==> src/rtl/assert_macros.svh <==
// Assertion macros used by the top-level RTL file
`ifndef ASSERT_MACROS_SVH
`define ASSERT_MACROS_SVH
`ifndef SYNTHESIS
// Check an implication on every clock edge outside reset
`define RMQ_ASSERT_IMP(lbl, clk, rstn, ante, cons, msg) \
    lbl: assert property (@(posedge clk) disable iff (!rstn) (ante) |-> (cons)) else $error(msg);
// Check an implication in the following cycle
`define RMQ_ASSERT_NXT(lbl, clk, rstn, ante, cons, msg) \
    lbl: assert property (@(posedge clk) disable iff (!rstn) (ante) |=> (cons)) else $error(msg);
`else
`define RMQ_ASSERT_IMP(lbl, clk, rstn, ante, cons, msg)
`define RMQ_ASSERT_NXT(lbl, clk, rstn, ante, cons, msg)
`endif
`endif

==> src/rtl/rmq_pkg.sv <==
// Shared types and constants for the matrix to quaternion pipeline
`default_nettype none
package rmq_pkg;
    localparam int FRAC_BITS_DEF = 14;
    localparam int D_W = 17;   // off-diagonal sum or difference
    localparam int Q_W = 16;   // result component
    localparam int QB  = 17;   // quotient bits resolved by the divider

    typedef enum logic [1:0] {BR_W, BR_X, BR_Y, BR_Z} br_t;

    typedef struct packed {
        br_t                   br;
        logic signed [D_W-1:0] d0;
        logic signed [D_W-1:0] d1;
        logic signed [D_W-1:0] d2;
    } side_t;

    typedef struct packed {
        br_t                   br;
        logic signed [Q_W-1:0] own;
    } tag_t;
endpackage
`default_nettype wire

==> src/rtl/rmq_div.sv <==
// Pipelined rounded divide of one off-diagonal term by twice the root
`default_nettype none
module rmq_div import rmq_pkg::*; #(
    parameter int FRAC_BITS = FRAC_BITS_DEF,
    parameter int SQ_W      = 17
) (
    input  wire logic                  aclk,
    input  wire logic [QB:0]           en,
    input  wire logic signed [D_W-1:0] d_in,
    input  wire logic [SQ_W-1:0]       root_in,
    output logic signed [Q_W-1:0]      q_out
);
    localparam int NW0 = (D_W + FRAC_BITS > SQ_W) ? D_W + FRAC_BITS : SQ_W;
    localparam int NW  = NW0 + 1;
    localparam int CW  = (NW > SQ_W + 1 + QB) ? NW : SQ_W + 1 + QB;

    logic [CW-1:0]   num_reg [QB];
    logic [SQ_W:0]   den_reg [QB];
    logic            neg_reg [QB+1];
    logic            ovf_reg [QB+1];
    logic [QB-1:0]   q_reg   [QB];

    logic [D_W-1:0]  mag;
    logic [CW-1:0]   num_c;
    logic [SQ_W:0]   den_c;

    // Form |d| * 2^F + root over 2 * root
    assign mag   = d_in[D_W-1] ? D_W'(-d_in) : D_W'(d_in);
    assign num_c = (CW'(mag) << FRAC_BITS) + CW'(root_in);
    assign den_c = {root_in, 1'b0};

    always_ff @(posedge aclk) begin
        if (en[0]) begin
            num_reg[0] <= num_c;
            den_reg[0] <= den_c;
            neg_reg[0] <= d_in[D_W-1];
            ovf_reg[0] <= num_c >= (CW'(den_c) << QB);
        end
    end

    for (genvar j = 1; j <= QB; j++) begin : g_st
        localparam int B = QB - j;
        logic [CW-1:0] sub;
        logic [QB-1:0] q_in;
        logic          ge;

        if (j == 1) begin : g_first
            assign q_in = '0;
        end else begin : g_rest
            assign q_in = q_reg[j-2];
        end

        assign sub = CW'(den_reg[j-1]) << B;
        assign ge  = num_reg[j-1] >= sub;

        always_ff @(posedge aclk) begin
            if (en[j]) begin
                q_reg[j-1] <= ge ? (q_in | (QB'(1) << B)) : q_in;
                neg_reg[j] <= neg_reg[j-1];
                ovf_reg[j] <= ovf_reg[j-1];
            end
        end

        if (j < QB) begin : g_rem
            always_ff @(posedge aclk) begin
                if (en[j]) begin
                    num_reg[j] <= ge ? (num_reg[j-1] - sub) : num_reg[j-1];
                    den_reg[j] <= den_reg[j-1];
                end
            end
        end
    end

    // Saturate and apply sign
    logic          big;
    logic [QB-1:0] q_fin;
    assign q_fin = q_reg[QB-1];
    assign big   = ovf_reg[QB] | q_fin[QB-1] | q_fin[Q_W-1];

    always_comb begin
        if (neg_reg[QB]) begin
            q_out = big ? {1'b1, {(Q_W-1){1'b0}}} : Q_W'(-q_fin[Q_W-1:0]);
        end else begin
            q_out = big ? {1'b0, {(Q_W-1){1'b1}}} : q_fin[Q_W-1:0];
        end
    end
endmodule
`default_nettype wire
==> config.mk <==
export PLATFORM = sky130hd
export DESIGN_NAME = rmq_div
export DESIGN_NICKNAME = d
export VERILOG_FILES = /design/src/rtl/assert_macros.svh /design/src/rtl/rmq_pkg.sv /design/src/rtl/rmq_div.sv
export SDC_FILE = /design/constraint.sdc
export NUM_CORES = 2
export LEC_CHECK = 0
export BUFFER_PORTS_ARGS = -buffer_cell sky130_fd_sc_hd__buf_2
export CAP_MARGIN = 20
export CORE_ASPECT_RATIO = 1.5
export CORE_MARGIN = 4
export CORE_UTILIZATION = 45
export DETAILED_ROUTE_END_ITERATION = 12
export PLACE_DENSITY_LB_ADDON = 0.15
export SLEW_MARGIN = 20
export SYNTH_ARGS = -nofsm -noshare
export SYNTH_HDL_FRONTEND = slang
export SYNTH_SLANG_ARGS = --single-unit
==> constraint.sdc <==
create_clock -name aclk -period 8.05 [get_ports aclk]
set_input_delay 0.805 -clock aclk [delete_from_list [all_inputs] [get_ports aclk]]
set_output_delay 0.805 -clock aclk [all_outputs]
set_load 0.02 [all_outputs]
==> out/metrics.yaml <==
status: "completed"
wl_per_cell_um: 18.9
clkLatencyLatePin_ps: 710
ys_seq_area_share_pct: 55.8
diodes: 0
area_delta_synth_final_pct: 10.4
dpl.hpwl_um: 87200
cts_sinks: 910
worstHoldPathType: "primary input to flop"
critPathRequiredTime_ps: 7240
layout_commonest_cell: "edfxtp_1"
cts_resized: 0
ant_nets: 0
ff2ff_path_depth: 12
placed_area_um2: 50900
grt_pass1_wl_um: 171000
startpoint: "q_reg[16][0]"
die_w_um: 277
dr.pass1.iters: 5
r2r_slack_ps: 3600
drt_iter0_markers: 1400
postSynthCellCount: 4226
place_ws_ps: 2930
final-seq-area_um2: 27300
final_layout_size_suffix_gt1_share_pct: 8.78
crit_cells: 12
cts_setup_buffers: 0
ys_seq_elements: 910
drv_cap: 0
routed_wl_um: 110000
cts_tree: "done"
port_buffers: 68
period_needed_ps: 4500
grt_util_all_layers_pct: 19.0
maxSlewViolCount: 0
final_core_util_pct: 50.2
die_area_um2: 114000
criticalPathCategory: "flop to output pin"
r2r_end: "num_reg[0][557]"
cp_max_fo: 3
final_net_count: 4709
cts_root_buf: "clkbuf_16"
synth_flop_cell: "edfxtp_1"
row_count: 147
fillers: 9517
cpMaxStageDelayCell: "or3b_2"
die_height_um: 412
start_util_pct: 45.5
finClkSkew_ps: 53.0
ir_worst_vdd_mv: 0.194
final-setup-viol-count: 0
critPathTopFamily: "simple AND/OR/NAND/NOR gates"
fin_area_um2: 54000
hold_ws_ps: 290
arrival_ps: 3690
yosys_warnings: 0
path_buf_inv: 2
vias: 32000
cts_buffers: 92
hold_buffers: 0
fmax_mhz: 222
power.density_nw_per_um2: 317
cpPeakStageDelay_ps: 470
synth-edff-count: 910
timing.rr.start: "num_reg[0][490]"
setup_tns_ps: 0
start_kind: "flop"
syn_area_um2: 48900
hold_violations: 0
core_area_um2: 108000
fin_crit_sh_pct: 55.9
grt_max_degree: 69
pin_count: 69
cp-endpoint: "q_out[14]"
ys_types: 82
worstMarginPinSlew_ps: 1040
cts_max_level: 3
setup_slack_ps: 3550
multi_input_area_um2: 20000
drc: 0
cts_buffer_depth: 3
antenna_found_initial: 2
synthArstFlopShare_pct: 0
grt_pass1_vias: 33000
largest_reg_flops: 592
routabilityCongestion: 0.879
relSlewSlack_pct: 30.8
leakage_nw: 20.6
path_cells: "inv_1 > ha_1 > or3b_2 > or3_1 > or3_1 > or3_1 > nor2_1 > nand2_1 > nand2_1 > nand2_1 > a21oi_1 > buf_2"
avgSynthCellArea_um2: 11.6
rsz0062_at_grt: "false"
worst_setup_path_end_kind: "output pin"
final_cell_mix: "edfxtp_1 (910), inv_1 (358), a21oi_1 (322)"
vias_per_cell: 5.49
gr-total-overflow: 0
path_clk_slew_ps: 60
[logic make-up after synthesis]
kind of cell / Yosys count / synth area share [%]
mux: 78 / 1.78
flops: 910 / 55.8
fa+ha+maj: 322 / 8.49
simple gates: 1178 / 12.1
compound gates: 943 / 11.9
xor+xnor: 355 / 6.35
other cells: 1 / 0.00766
buf+inv: 439 / 3.47
[synth_stat cells (51+ instances only)]
master,number,share of area (%)
edfxtp_1,910,56
inv_1,358,2.7
a21oi_1,323,3.3
ha_1,305,7.8
nor2_1,282,2.2
nand2_1,278,2.1
o21ai_0,239,2.4
xor2_1,183,3.3
xnor2_1,172,3.1
nor3_1,113,1.2
a21o_1,78,1.2
clkbuf_1,71,0.54
nand3_1,68,0.70
mux2_2,66,1.5
nor2b_1,62,0.79
nor4_1,60,0.77
nand4_1,58,0.74
nand2b_1,52,0.66
o21a_1,51,0.78
[power breakdown]
| group | internal [mW] | switching, mW |
|---|---|---|
| sequential | 6.53 | 0.653 |
| clock | 2.45 | 1.88 |
| combinational | 2.43 | 3.18 |
[layout make-up]
class	instances	area share, %
clock buffers	102	4.33
clock inverters	68	1.38
inverters	360	2.50
multi-input cells	2878	37.0
flip-flops and latches	910	50.6
well taps	1415	3.28
repair buffers	92	0.964
[per-layer routing]
layer | up-vias | GRT usage, % | part of all wire [%] | routed length, µm
met4 | 0 | 11.5 | 6.6 | 7210
met5 | - | 0 | 0 | 0
met3 | 287 | 2.24 | 2.5 | 2740
met1 | 15300 | 15.6 | 31 | 34100
li1 | 15900 | - | - | -
met2 | 528 | 41.0 | 60 | 65900
[how the worst min path moves through the flow]
| stage | startpoint | slack (ps) | endpoint | cells after the start |
|---|---|---|---|---|
| global route | root_in[11] | 260 | num_reg[0][11] | 1 |
| floorplan | neg_reg[9] | 400 | neg_reg[10] | 0 |
| global placement | neg_reg[14] | 400 | neg_reg[15] | 0 |
| detailed placement | neg_reg[8] | 400 | neg_reg[9] | 0 |
| finish | root_in[10] | 290 | num_reg[0][10] | 1 |
| CTS | root_in[10] | 230 | num_reg[0][10] | 1 |
[through the flow]
stage | total power, mW | instances
6_report | 17.1 | 5825
5_1_grt | 18.2 | 5825
4_1_cts | 17.3 | 5825
3_5_place_dp | 12.9 | 5655
3_3_place_gp | 12.8 | 5655
2_1_floorplan | 11.3 | 4227
[worst register-to-register path, stage by stage (launching register included)]
cell and delay (ps):
edfxtp_1 440, ha_1 260, fa_1 410, nor2b_1 160, o31a_1 200, o221a_2 260, o21ai_0 240, o221ai_1 430
nor2_1 130, inv_1 760, nand3_1 410, nor4_1 370, xor2_1 110
No activity file was read; power rests on OpenSTA's default activity.
