==> config.mk <==
export PLATFORM = sky130hd
export DESIGN_NAME = rmq_sqrt
export DESIGN_NICKNAME = d
export VERILOG_FILES = /design/src/rtl/assert_macros.svh /design/src/rtl/rmq_pkg.sv /design/src/rtl/rmq_sqrt.sv
export SDC_FILE = /design/constraint.sdc
export NUM_CORES = 1
export LEC_CHECK = 0
export ABC_AREA = 1
export BUFFER_PORTS_ARGS = -buffer_cell sky130_fd_sc_hd__buf_2
export CAP_MARGIN = 20
export CORE_UTILIZATION = 40
export DETAILED_ROUTE_END_ITERATION = 7
export GPL_TIMING_DRIVEN = 0
export PLACE_DENSITY_LB_ADDON = 0.12
export SYNTH_ARGS = -nofsm -noshare
export SYNTH_HDL_FRONTEND = slang
export SYNTH_SLANG_ARGS = --single-unit
==> constraint.sdc <==
create_clock -name aclk -period 2.5 [get_ports aclk]
set_clock_uncertainty 0.2 [all_clocks]
set_input_delay 0.5 -clock aclk [delete_from_list [all_inputs] [get_ports aclk]]
set_output_delay 0.5 -clock aclk [all_outputs]
set_load 0.1 [all_outputs]
==> src/rtl/assert_macros.svh <==
// Assertion macros used by the top-level RTL file
`ifndef ASSERT_MACROS_SVH
`define ASSERT_MACROS_SVH
`ifndef SYNTHESIS
// Check an implication on every clock edge outside reset
`define RMQ_ASSERT_IMP(lbl, clk, rstn, ante, cons, msg) \
    lbl: assert property (@(posedge clk) disable iff (!rstn) (ante) |-> (cons)) else $error(msg);
// Check an implication in the following cycle
`define RMQ_ASSERT_NXT(lbl, clk, rstn, ante, cons, msg) \
    lbl: assert property (@(posedge clk) disable iff (!rstn) (ante) |=> (cons)) else $error(msg);
`else
`define RMQ_ASSERT_IMP(lbl, clk, rstn, ante, cons, msg)
`define RMQ_ASSERT_NXT(lbl, clk, rstn, ante, cons, msg)
`endif
`endif

==> src/rtl/rmq_pkg.sv <==
// Shared types and constants for the matrix to quaternion pipeline
`default_nettype none
package rmq_pkg;
    localparam int FRAC_BITS_DEF = 14;
    localparam int D_W = 17;   // off-diagonal sum or difference
    localparam int Q_W = 16;   // result component
    localparam int QB  = 17;   // quotient bits resolved by the divider

    typedef enum logic [1:0] {BR_W, BR_X, BR_Y, BR_Z} br_t;

    typedef struct packed {
        br_t                   br;
        logic signed [D_W-1:0] d0;
        logic signed [D_W-1:0] d1;
        logic signed [D_W-1:0] d2;
    } side_t;

    typedef struct packed {
        br_t                   br;
        logic signed [Q_W-1:0] own;
    } tag_t;
endpackage
`default_nettype wire

==> src/rtl/rmq_sqrt.sv <==
// Pipelined integer square root, one root bit per stage
`default_nettype none
module rmq_sqrt import rmq_pkg::*; #(
    parameter int RW = 34
) (
    input  wire logic              aclk,
    input  wire logic [RW/2-1:0]   en,
    input  wire logic [RW-1:0]     rad_in,
    output logic      [RW/2-1:0]   root_out
);
    localparam int SQ_W = RW / 2;

    logic [RW-1:0]   rem_reg  [SQ_W-1];
    logic [SQ_W-1:0] root_reg [SQ_W];

    for (genvar i = 0; i < SQ_W; i++) begin : g_st
        localparam int B = SQ_W - 1 - i;
        logic [RW:0]     rem_in;
        logic [RW:0]     test;
        logic [SQ_W-1:0] root_in;
        logic            ge;

        if (i == 0) begin : g_first
            assign rem_in  = {1'b0, rad_in};
            assign root_in = '0;
        end else begin : g_rest
            assign rem_in  = {1'b0, rem_reg[i-1]};
            assign root_in = root_reg[i-1];
        end

        // Trial subtract of (2*root + 2^B) * 2^B
        assign test = ({{(RW+1-SQ_W){1'b0}}, root_in} << (B + 1))
                    + ((RW+1)'(1) << (2 * B));
        assign ge   = rem_in >= test;

        always_ff @(posedge aclk) begin
            if (en[i]) begin
                root_reg[i] <= ge ? (root_in | (SQ_W'(1) << B)) : root_in;
            end
        end

        if (i < SQ_W - 1) begin : g_rem
            always_ff @(posedge aclk) begin
                if (en[i]) begin
                    rem_reg[i] <= ge ? RW'(rem_in - test) : RW'(rem_in);
                end
            end
        end
    end

    assign root_out = root_reg[SQ_W-1];
endmodule
`default_nettype wire

==> run summary <==
At the placement stage, the worst setup path has a slack of -0.3391 ns. The wire length of the first global-routing pass came out at 150500 um. The wire length after detailed routing is 96170 um. Summing every instance area after synthesis gives 0.03828 mm2.

After floorplanning, the core was sized to cover 0.09487 mm2. The TritonCTS sink count came out at 697. Dividing the detail-routed wire length by the instance count gives 16.46 um. The synthesized area divided by synthesized cell count is 9.079 um2. The initial antenna violation count is 0. The number of global-route vias before repair is 27499. Setup slack on the critical path of the routed design comes to 0.07319 ns.

The die width came out at 311.4 um. The vias per cell came out at 4.918. The final sum of negative setup slack is 0 ns. The overall global routing resource usage came out at 19.63%.

The number of distinct library cell variants in the gate-level netlist after synthesis is 46. The critical path capture point type is a flip-flop. The later-pin clock latency in the skew report came out at 0.64 ns. 0 antenna diodes ended up in the layout.

The synthesis-stage register bit count came out at 697. The peak clock frequency supported by timing is approximately 410 MHz. The die boundary height came out at around 310 um. The maximum number of pins on one net before global-route repair is 51. The final hold violation count came out at 0.

The total clock buffers created by CTS is 80. In the synthesized netlist the async set-or-reset flop fraction comes to 0%. The worst ir drop on vdd is between 600 and 700 uV.

The routability congestion estimate is 0.9390. Setup violations remaining at the end of the flow were counted as 0. The clock edge transition at the registers on the reported setup and hold paths is ~0.06 ns. The largest fanout on the critical path came out at 4. For the worst setup path, the data arrival time is 2.61 ns. The vias after detailed routing is 28732. By area, the combinational part of the netlist is dominated by simple AND/OR/NAND/NOR gates.

The net count after synthesis came out at 4435. The fraction of the mapped netlist area in compound gates is under 10%. The number of top-level pins is 69.

The flip-flop count of the largest register after layout came out at 544. The iteration count of the initial detailed-routing pass came out at 5. The power density over the cells came out at 788.2 mW/mm2. In the synthesized netlist the dominant register cell turns out to be sky130_fd_sc_hd__edfxtp_1. The fraction of the mapped netlist area in adder cells came out at 5.425%. The number of max-cap violations is 0. The gate count of the mapped netlist is 4217. The kind of critical path is flip-flop to flip-flop. Summed over all nets, the half-perimeter wirelength after detailed placement is 73610 um.

The number of warning messages in the yosys log came out at 0. The placement row count is around 110. In this run, the number of DRC markers left after iteration 0 of detailed routing was 1810. The number of max-slew violations in the final report came to 0. The leakage power figure came out at about 0.02 uW. The worst hold slack is around 0.11 ns. The number of cells in the design after placement came out at approximately 5600. The number of buffers inserted by port buffering came out at between 60 and 70. The met1 routing resource usage after global routing is 26.99%.

The type of origin of the critical path is a flip-flop. The post-layout minimum cycle time came out at 2.427 ns. Of the total synthesized cell area, the portion taken by XOR and XNOR cells is roughly 3.0%.

For the worst setup path, the data required time is 2.68 ns. met2 is the most crowded layer. The residual overflow from global routing came out at 0. From synthesis to final layout, the design area changed by 19.31%. The die area came out at 0.09695 mm2. The footprint of the flip-flops and latches is between 0.02 and 0.025 mm2. The multiplexer area fraction after synthesis is 0%. The initial core utilization is 40.35%. The met2 routing resource usage after global routing came out at 32.76%. The count of nets after finishing is 4733. The transition time at the pin with the least slew margin came out at 1.081 ns.

The filler-free cell count of the finished design came out at roughly 5800. The share of the core filled with cells is around 48%. TritonCTS built the clock tree. The flow ran to the end, and the final reports show no timing, DRC or antenna violations. The filler cells instantiated in the layout total 9009.

The min-delay analysis places its worst path in the category input port to flip-flop. The number of synthesized flops with an enable pin is 697. The share of the clock period used by the worst path after layout came out at a little over nine tenths. The met3 capacity usage during global routing came out at roughly 2.6%. The simple-gate share of the synthesized area came out at 24.25%. The clock root buffer is sky130_fd_sc_hd__clkbuf_16. The proportion of layout cells with a drive suffix above 1 is 14.81%. In the final layout, the multi-input gates occupy approximately 0.016 mm2. In the routed design, unresolved DRC markers number 0. The headroom to the max-slew limit came out at 27.96%. The depth of the CTS H-tree came out at 3. Once detail routing completed, the nets flagged for antenna violations numbered 0.

The sequential element share of the synthesized area is 54.67%. No sink is reached through more buffers than the 3 on the longest clock path.
==> through the flow <==
step	area [um2]	power (uW)
floorplan	38280	21000
global placement	40210	23370
detailed placement	40210	23400
CTS	43950	35720
global route	45680	38070
finish	45680	36010
==> cells by family after synthesis <==
logic type,after synthesis
and+or+nand+nor,2191
adders and majority gates,166
buffers and inverters,685
AOI/OAI and AO/OA,349
xor gates and xnor gates,129
DFF,697
==> power by group <==
| part | internal, uW | total, uW | switching (uW) |
|---|---|---|---|
| clock network | 7060 | 11800 | 4770 |
| registers | 14700 | 15800 | 1130 |
| logic | 3130 | 8350 | 5220 |
| total | 24900 | 36000 | 11100 |
==> final timing paths <==
kind	start	endpoint	slack [ns]	cells past startpoint
worst max-delay path	root_reg[14][6]	rem_reg[1][255]	0.07	12
worst min-delay path	en[15]	rem_reg[1][238]	0.11	1
worst max register to register	root_reg[14][6]	rem_reg[1][255]	0.07	12
worst min register to register	rem_reg[1][38]	rem_reg[1][72]	0.24	0
==> synth_stat cells, drive strengths merged, types with 3 or more instances <==
cell / number / share of area, %
nand2: 1286 / 13
edfxtp: 697 / 55
inv: 654 / 6.4
nor2: 427 / 4.4
nand3: 262 / 3.5
a21oi: 201 / 3.1
ha: 166 / 5.4
o21ai: 112 / 1.7
xor2: 84 / 1.9
nand4: 73 / 1.2
xnor2: 45 / 1.0
nor3: 44 / 0.61
nor4: 41 / 0.69
nand3b: 34 / 0.67
buf: 31 / 0.73
o21bai: 12 / 0.24
or2: 10 / 0.16
and3: 6 / 0.098
o211ai: 6 / 0.12
o21a: 6 / 0.12
a21boi: 4 / 0.078
a31oi: 3 / 0.088
nor2b: 3 / 0.049
nor3b: 3 / 0.059
==> per-layer routing <==
metal,wire length (um),part of all wire (%),vias up
met2,45470,47,588
met4,1775,1.8,0
li1,-,-,14560
met3,4403,4.6,118
met1,44530,46,13466
met5,0,0,-
==> layout by cell type (no fill, tap or decap), drive strengths merged, types with 2 or more instances in the layout <==
| cell type | n |
|---|---|
| a21o | 2 |
| nand3 | 262 |
| nand4 | 73 |
| o21a | 6 |
| nand3b | 34 |
| and3 | 6 |
| ha | 166 |
| clkbuf | 92 |
| nor4 | 41 |
| a211oi | 2 |
| nor3b | 3 |
| clkinv | 37 |
| dlygate4sd3 | 37 |
| a21oi | 201 |
| nor2 | 427 |
| inv | 655 |
| o21bai | 12 |
| nand2 | 1286 |
| o211ai | 6 |
| or2 | 10 |
| a21boi | 4 |
| nor2b | 3 |
| o21ai | 112 |
| clkinvlp | 3 |
| bufinv | 11 |
| a31oi | 3 |
| edfxtp | 697 |
| xnor2 | 45 |
| nor3 | 44 |
| xor2 | 84 |
| buf | 210 |
==> worst max-delay path, cell delays in order (launching register included) <==
cell and delay [ns]:
sky130_fd_sc_hd__edfxtp_1 0.41, sky130_fd_sc_hd__inv_1 0.13, sky130_fd_sc_hd__ha_4 0.22, sky130_fd_sc_hd__buf_4 0.14, sky130_fd_sc_hd__nand2_1 0.09, sky130_fd_sc_hd__inv_1 0.09, sky130_fd_sc_hd__a21oi_2 0.18, sky130_fd_sc_hd__nand2_4 0.10
sky130_fd_sc_hd__nand2_1 0.06, sky130_fd_sc_hd__nand2_1 0.10, sky130_fd_sc_hd__or2_2 0.29, sky130_fd_sc_hd__nand3_1 0.08, sky130_fd_sc_hd__nand2_1 0.07
==> cell type report <==
class	instances	share of cell area, %
tap	1265	3.465
timing repair buffer	217	3.479
clock buffer	92	4.481
multi-input combinational	2835	35.29
sequential	697	45.82
inverter	654	5.402
clock inverter	52	1.394
buffer	30	0.6683
==> timing repair <==
| item | in CTS | in global routing |
|---|---|---|
| setup buffers | 26 | 83 |
| pin swaps | 14 | 43 |
| gates resized for setup | 94 | 199 |
| endpoints found under the hold margin | 35 | 13 |
| hold buffers | 35 | 2 |
| endpoints found under the setup margin | 185 | 233 |
Note: power is estimated with default switching activity, not from simulation.
